==> src/hw/rtl/ppt_pkg.sv <==
`default_nettype none

package ppt_pkg;

    localparam int TABLE_DEPTH = 64;
    localparam int IDX_W       = $clog2(TABLE_DEPTH);
    localparam int CNT_W       = $clog2(TABLE_DEPTH + 1);

    localparam int FUNC_W = 2;
    localparam int ADDR_W = 32;
    localparam int PLEN_W = 6;
    localparam int PORT_W = 16;
    localparam int STAT_W = 3;

    localparam logic [FUNC_W-1:0] FN_LOOKUP = 2'd0;
    localparam logic [FUNC_W-1:0] FN_APPEND = 2'd1;
    localparam logic [FUNC_W-1:0] FN_REMOVE = 2'd2;

    localparam logic [STAT_W-1:0] ST_OK        = 3'd0;
    localparam logic [STAT_W-1:0] ST_EXISTS    = 3'd1;
    localparam logic [STAT_W-1:0] ST_UPDATED   = 3'd2;
    localparam logic [STAT_W-1:0] ST_FULL      = 3'd3;
    localparam logic [STAT_W-1:0] ST_NOT_FOUND = 3'd4;

    // request held for the whole operation, broadcast to every cell
    typedef struct packed {
        logic [FUNC_W-1:0] func;
        logic [ADDR_W-1:0] addr;
        logic [PLEN_W-1:0] plen;
        logic [PORT_W-1:0] port;
        logic              pol;
    } t_req;

    typedef struct packed {
        logic [ADDR_W-1:0] addr;
        logic [PLEN_W-1:0] plen;
        logic [PORT_W-1:0] port;
        logic              pol;
    } t_ent;

    typedef struct packed {
        logic adv;     // token moves one cell right
        logic clr;     // drop all tokens
        logic shift;   // token cell copies its right neighbor
        logic setpol;  // token cell takes the request policy
        logic load;    // this cell takes the request as a new entry
    } t_cell_ctl;

    typedef struct packed {
        logic hit_lk;
        logic hit_ap;
        logic hit_rm;
        logic pol;
    } t_cell_sts;

    function automatic logic [ADDR_W-1:0] prefix_mask(input logic [PLEN_W-1:0] len);
        logic [ADDR_W-1:0] m;
        m = '0;
        if (len == '0) begin
            m = '0;
        end else if (len >= PLEN_W'(ADDR_W)) begin
            m = '1;
        end else begin
            m = ~('1 >> len);
        end
        return m;
    endfunction

endpackage

`default_nettype wire

==> src/hw/rtl/ppt_cell.sv <==
`default_nettype none

module ppt_cell (
    input  wire                 i_clk,
    input  wire                 i_rst_n,
    input  ppt_pkg::t_req       i_req,
    input  ppt_pkg::t_cell_ctl  i_ctl,
    input  wire                 i_tok,
    output logic                o_tok,
    input  ppt_pkg::t_ent       i_nxt,
    output ppt_pkg::t_ent       o_ent,
    output ppt_pkg::t_cell_sts  o_sts
);

    logic          r_tok;
    ppt_pkg::t_ent r_ent;

    logic [ppt_pkg::ADDR_W-1:0] w_mask;
    logic                       w_port_ok;
    logic                       w_base_eq;

    always_ff @(posedge i_clk) begin
        if (!i_rst_n) begin
            r_tok <= 1'b0;
        end else if (i_ctl.clr) begin
            r_tok <= 1'b0;
        end else if (i_ctl.adv) begin
            r_tok <= i_tok;
        end
    end

    always_ff @(posedge i_clk) begin
        if (i_ctl.load) begin
            r_ent.addr <= i_req.addr;
            r_ent.plen <= i_req.plen;
            r_ent.port <= i_req.port;
            r_ent.pol  <= i_req.pol;
        end else if (i_ctl.shift && r_tok) begin
            r_ent <= i_nxt;
        end else if (i_ctl.setpol && r_tok) begin
            r_ent.pol <= i_req.pol;
        end
    end

    always_comb begin
        w_mask    = ppt_pkg::prefix_mask(r_ent.plen);
        w_port_ok = (r_ent.port == '0) || (r_ent.port == i_req.port);
        w_base_eq = (r_ent.addr == i_req.addr) && (r_ent.plen == i_req.plen);

        o_sts.hit_lk = r_tok && (((i_req.addr ^ r_ent.addr) & w_mask) == '0) && w_port_ok;
        o_sts.hit_ap = r_tok && w_base_eq && w_port_ok;
        o_sts.hit_rm = r_tok && w_base_eq && (r_ent.port == i_req.port);
        o_sts.pol    = r_tok && r_ent.pol;
    end

    assign o_tok = r_tok;
    assign o_ent = r_ent;

endmodule

`default_nettype wire

==> config.mk <==
export PLATFORM = sky130hd
export DESIGN_NAME = ppt_cell
export DESIGN_NICKNAME = d
export VERILOG_FILES = /design/src/hw/rtl/ppt_pkg.sv /design/src/hw/rtl/ppt_cell.sv
export SDC_FILE = /design/constraint.sdc
export NUM_CORES = 1
export LEC_CHECK = 0
export ABC_AREA = 1
export ABC_CLOCK_PERIOD_IN_PS = 2900
export CAP_MARGIN = 0
export CORE_MARGIN = 10
export CORE_UTILIZATION = 57
export DETAILED_ROUTE_END_ITERATION = 6
export DONT_BUFFER_PORTS = 1
export GPL_TIMING_DRIVEN = 0
export PLACE_DENSITY = 0.8
export SETUP_SLACK_MARGIN = 0.3
export SLEW_MARGIN = 25
export SYNTH_ARGS = -nofsm -noshare
export SYNTH_HDL_FRONTEND = slang
export SYNTH_SLANG_ARGS = --single-unit
==> constraint.sdc <==
create_clock -name i_clk -period 2.9 [get_ports i_clk]
set_input_delay 0.435 -clock i_clk [delete_from_list [all_inputs] [get_ports i_clk]]
set_output_delay 0.435 -clock i_clk [all_outputs]
set_load 0.02 [all_outputs]
==> flow_summary.toml, run 1 <==
[worst_setup_path]
cp_cell_sequence = "buf_8, buf_6, xnor2_2, nand2_1, nor3_2, nand2_1, nor2_2, nand3_2, nor2_4"
required_ns = 2.47
critPathSlowestCell = "edfxtp_1"
crit_type = "flop to output port"
worstPathMaxFanout = 5
endpoint_kind = "output port"
startpoint_type = "flop"
max_stage_delay_ns = 0.54
worstPathArrival_ns = 2.11
critPathLaunch = "o_ent[22]"
r2r_start = "o_tok"
critPathMostFrequentCell = "nand2_1"

[route]
drtIter0Drc = 235
remaining_drc_errors = 0
via_per_inst = 5.39
wire_per_inst_um = 17.8
ant_nets = 0
drtPass1Iterations = 6
drt-total-wl_mm = 12.2
vias = 3675

[synth]
syn_inst = 584
synth-simple-area-share_pct = 37.2
synth_area_mm2 = 0.00395
synth.avg_cell_area_um2 = 6.76
synth_xor_area_share_pct = 5.10
synth_compound_area_share_pct = 5.23
synth_seq_cells = 56
syn_nets = 704
synth_cell_types = 28
synthMuxAreaShare_pct = 0.254
ys_seq_area_share_pct = 42.3
synth_top_family_by_area = "simple AND/OR/NAND/NOR gates"
yosys_warnings = 0
synth_fa_ha_area_share_pct = 0

[final_layout]
final_cells = 682
nNetsFinal = 721
final_cell_area_mm2 = 0.00429
num_antenna_cells = 0
drive_above_1_share_pct = 7.14
syn_to_final_growth_pct = 8.59
final_util_pct = 63.4

[clock_tree]
cts_sinks = 56
cts_tree = "done"
cts_buffer_depth = 2
cts_root_buf = "clkbuf_8"
htreeDepth = 2
clk_latency_ns = 0.32
numCtsBuffers = 5
cts_hold_buf = 0
path_clk_slew_ns = 0.11

[status]
status = "completed"

[pwr]
p_clk_share_pct = 23.4
p_comb_share_pct = 20.0
pwr_density_cell_mw_per_mm2 = 454
max-vdd-ir-drop_mv = 0.245
leakage_nw = 2.17
power_mw = 1.94
seq_power_share_pct = 56.7
switching_share_pct = 32.9
switching_power_mw = 0.640
p_int_mw = 1.30

[placement]
dp_hpwl_mm = 9.96
portBuffers = 0
place_inst = 664
gp_congestion = 0.928
placed_area_mm2 = 0.00406
dp_slack_ns = 0.573

[floorplan]
rows = 30
die_h_um = 103
io_pins = 180
start_util_pct = 58.4
die_w_um = 103
core_mm2 = 0.00676
die_area_mm2 = 0.0107

[global_route]
track_usage_pct = 22.4
grt_pass1_wl_mm = 18.7
antenna_found_initial = 0
grt_max_degree = 55
grt_pass1_vias = 3674
overflow = 0

[sta]
finClkSkew_ns = 0.0113
setup-tns-final_ns = 0
finalHoldViolCount = 0
rsz0062_at_grt = "yes"
period_share_pct = 87.9
post-route-min-period_ns = 2.55
max_freq_mhz = 392
setup_viol = 0
slew_violations = 0
layout_setup_ws_ns = 0.352
max-slew-margin-rel_pct = 53.1
worst_pin_slew_ns = 0.703
whs_ns = 0.185

[worst_hold_path]
hp-start = "i_ctl[3]"
holdCritPathClass = "primary input to flop"

[run]
cap_violations = 0
[cells by family (layout without fill, tap and decap cells)]
family,after synthesis,after routing
AO/OA/AOI/OAI,40,40
XOR/XNOR,23,23
buffers and inverters,98,116
flip-flops,56,56
multiplexers,1,1
AND/OR/NAND/NOR,366,366
[worst max-delay path: cells and delay by family, from the launching register on]
| family | cells | cell delay, ns |
|---|---|---|
| XOR/XNOR | 1 | 0.11 |
| flip-flops | 1 | 0.54 |
| buffers and inverters | 2 | 0.33 |
| AND/OR/NAND/NOR | 6 | 0.81 |
[what timing repair did]
item	CTS	global route
setup buffers	0	10
endpoints found under the setup margin	1	3
pin swaps	0	14
gates cloned	0	0
resized for setup	1	17
[path summary, 6_finish.rpt]
path               end  slack (ns)  depth (start not counted)
max           o_sts[1]        0.35                          9
min              o_tok        0.18                          1
max reg2reg  o_ent[17]        1.14                          2
min reg2reg   o_ent[0]        0.82                          2
[Yosys cell counts]
| cell type | count | share of area [%] |
|---|---|---|
| edfxtp_1 | 55 | 42 |
| xor2_1 | 16 | 3.5 |
| o22ai_1 | 2 | 0.32 |
| dfxtp_1 | 1 | 0.51 |
| buf_2 | 5 | 0.63 |
| buf_6 | 2 | 0.57 |
| inv_1 | 79 | 7.5 |
| nor4_1 | 2 | 0.32 |
| clkbuf_1 | 8 | 0.76 |
| nor3_2 | 1 | 0.25 |
| nor2_8 | 2 | 1.0 |
| inv_2 | 2 | 0.19 |
| nand3_1 | 22 | 2.8 |
| a21oi_1 | 2 | 0.25 |
| a21oi_2 | 1 | 0.22 |
| clkinv_1 | 1 | 0.095 |
| clkbuf_2 | 1 | 0.13 |
| nor3b_1 | 1 | 0.19 |
| mux2i_1 | 1 | 0.25 |
| nor2_2 | 1 | 0.16 |
| nand3_2 | 1 | 0.25 |
| xnor2_1 | 7 | 1.6 |
| o21ai_0 | 35 | 4.4 |
| and2_0 | 1 | 0.16 |
| nor2b_1 | 1 | 0.16 |
| nand4_1 | 2 | 0.32 |
| nor2_1 | 58 | 5.5 |
| nand2_1 | 274 | 26 |
[power by group through the flow]
stage | Sequential [mW] | Clock, mW | Combinational [mW]
after floorplan | 1.10 | 0 | 0.281
after CTS | 1.10 | 0.468 | 0.362
after detailed placement | 1.12 | 0 | 0.361
after global routing | 1.11 | 0.491 | 0.444
after global placement | 1.12 | 0 | 0.350
final | 1.10 | 0.455 | 0.388
[layout by cell type (no fill, tap or decap), drive strengths merged]
cell type / instances
nand2: 274
inv: 80
nor2: 61
edfxtp: 55
o21ai: 35
nand3: 23
buf: 17
xor2: 16
clkbuf: 16
xnor2: 7
a21oi: 3
nor4: 2
clkinvlp: 2
nand4: 2
o22ai: 2
clkinv: 1
mux2i: 1
nor2b: 1
and2: 1
nor3: 1
nor3b: 1
dfxtp: 1
[sequential cells by signal, summed over array words and instances, names as in the netlist]
| name | count |
|---|---|
| o_ent | 55 |
| o_tok | 1 |
[layer usage]
metal,vias up,share of wire [%],GRT usage (%)
met3,20,13,8.64
met4,0,1.7,5.99
li1,1826,-,-
met2,186,48,37.9
met5,-,0,0
met1,1643,37,26.0
[layout make-up]
type | count | area (um2)
Clock buffer | 7 | 86.3
Tap cell | 80 | 100
Timing Repair Buffer | 10 | 82.6
Buffer | 16 | 86.3
Sequential cell | 56 | 1670
Clock inverter | 1 | 7.51
Inverter | 82 | 312
Multi-Input combinational cell | 430 | 1940
Fill cell | 596 | 2470
(Power assumes the default switching activity.)
==> run 2, diff against run 1 <==
- CORE_ASPECT_RATIO: unset -> 0.7
- PLACE_DENSITY: 0.8 -> 0.68
==> run 2 against run 1 <==
Compared with the run above:
- wire length grew 4.7%
- clock skew is 0.0047 ns lower
- clock-buffer cell count down 2
- highest routed layer unchanged
==> flow_summary.toml, run 2 (synthesis results as in run 1) <==
[worst_setup_path]
endpoint_kind = "output port"
cp_cell_sequence = "buf_6, nor2_8, nand2_2, nand2_1, nand2_1, nor2_1, nand2_1, nor2_1, nand3_1, nor2_4"
critPathSlowestCell = "edfxtp_1"
worstPathArrival_ns = 2.12
worstPathMaxFanout = 6
max_stage_delay_ns = 0.55
required_ns = 2.47
crit_buf_inv = 1
startpoint_type = "flop"
crit_type = "flop to output port"
critical_path.top_delay_family = "simple AND/OR/NAND/NOR gates"
critPathMostFrequentCell = "nand2_1"

[clock_tree]
cts_root_buf = "clkbuf_8"
numCtsBuffers = 5
cts_tree = "done"
cts_sinks = 56
htreeDepth = 2
cts_setup_buffers = 0
path_clk_slew_ns = 0.11
clk_latency_ns = 0.32
cts_buffer_depth = 2

[pwr]
power_mw = 1.93
leakage_nw = 2.11
max-vdd-ir-drop_mv = 0.416
pwr_density_cell_mw_per_mm2 = 461

[floorplan]
rows = 25
start_util_pct = 58.7
die_area_mm2 = 0.0107
die_w_um = 119
die_h_um = 89.6
core_mm2 = 0.00673
io_pins = 180

[route]
vias = 3677
drtIter0Drc = 295
wire_per_inst_um = 18.6
drtPass1Iterations = 5
ant_nets = 0
remaining_drc_errors = 0
drt-total-wl_mm = 12.7
route.top_layer_used = "met4"
dr_wl_met2_mm = 5.48
wl_met1_mm = 5.24
dr_wl_met3_mm = 1.83
via_per_inst = 5.36

[final_layout]
final_cell_mix = "nand2_1 (272), inv_1 (79), nor2_1 (55), edfxtp_1 (55), o21ai_0 (32)"
largest_reg_flops = 55
num_antenna_cells = 0
syn_to_final_growth_pct = 6.15
n_fill_cell = 642
layout_commonest_cell = "nand2_1"
final_cell_area_mm2 = 0.00419
nNetsFinal = 711
drive_above_1_share_pct = 4.90

[global_route]
grt_max_degree = 55
grt_pass1_wl_mm = 19.2
track_usage_pct = 22.6
antenna_found_initial = 0
grt_pass1_vias = 3470
overflow = 0

[run]
cap_violations = 0

[worst_hold_path]
holdCritPathClass = "primary input to flop"

[sta]
worst_pin_slew_ns = 0.743
finClkSkew_ns = 0.00659
post-route-min-period_ns = 2.56
rsz0062_at_grt = "yes"
period_share_pct = 88.3
setup-tns-final_ns = 0
setup_viol = 0
finalHoldViolCount = 0
max_freq_mhz = 391
max-slew-margin-rel_pct = 50.4
whs_ns = 0.188
slew_violations = 0

[status]
status = "completed"

[placement]
dp_hpwl_mm = 10.3
gp_congestion = 0.935
portBuffers = 0
placed_area_mm2 = 0.00407
-- run 2: cell types whose count changed in the layout (fill, tap and decap cells not counted), sizes merged --
| cell | previous run | this run |
|---|---|---|
| buf | 17 | 7 |
| inv | 80 | 82 |
| clkbuf | 16 | 14 |
| clkinvlp | 2 | 1 |
| clkinv | 1 | 2 |
-- run 2: per-stage QoR --
step	instances	utilization [%]	setup WS (ns)
after global placement	678	60.5	0.244
after detailed placement	678	60.6	0.574
after global routing	686	62.3	0.213
final	686	62.3	0.340
after floorplan	584	-	0.792
after CTS	686	61.9	0.310
-- run 2: layer usage --
layer | track usage (%) | vias to the layer above
li1 | - | 1804
met1 | 28.9 | 1652
met2 | 35.4 | 202
met3 | 9.99 | 19
met4 | 4.04 | 0
met5 | 0 | -
-- run 2: cell type report --
| class | instances | area [um2] | area share, % |
|---|---|---|---|
| Buffer | 16 | 85.1 | 2.03 |
| Multi-Input combinational cell | 430 | 1920 | 45.8 |
| Sequential cell | 56 | 1670 | 39.9 |
| Tap cell | 94 | 118 | 2.81 |
| Clock inverter | 3 | 21.3 | 0.508 |
| Inverter | 82 | 308 | 7.35 |
| Clock buffer | 5 | 68.8 | 1.64 |
-- run 2: path summary, 6_finish.rpt --
path	from	end	slack (ns)	depth (start not counted)
setup / recovery	o_ent[22]	o_sts[3]	0.34	10
hold / removal	i_ctl[3]	o_tok	0.19	1
setup reg to reg	o_tok	o_ent[17]	1.10	2
hold reg to reg	o_tok	o_ent[0]	0.83	2
-- run 2: what timing repair did --
action,in CTS,in global routing
cloned,0,0
endpoints found under the setup margin,1,3
pin swaps,0,1
hold buffers,0,0
resized for setup,1,11
-- run 2: power breakdown --
part           leakage (nW)  internal, mW  switching (mW)
sequential            0.555         0.967           0.136
clock                0.0445         0.173           0.283
combinational          1.51         0.127           0.244
total                  2.11          1.27           0.663
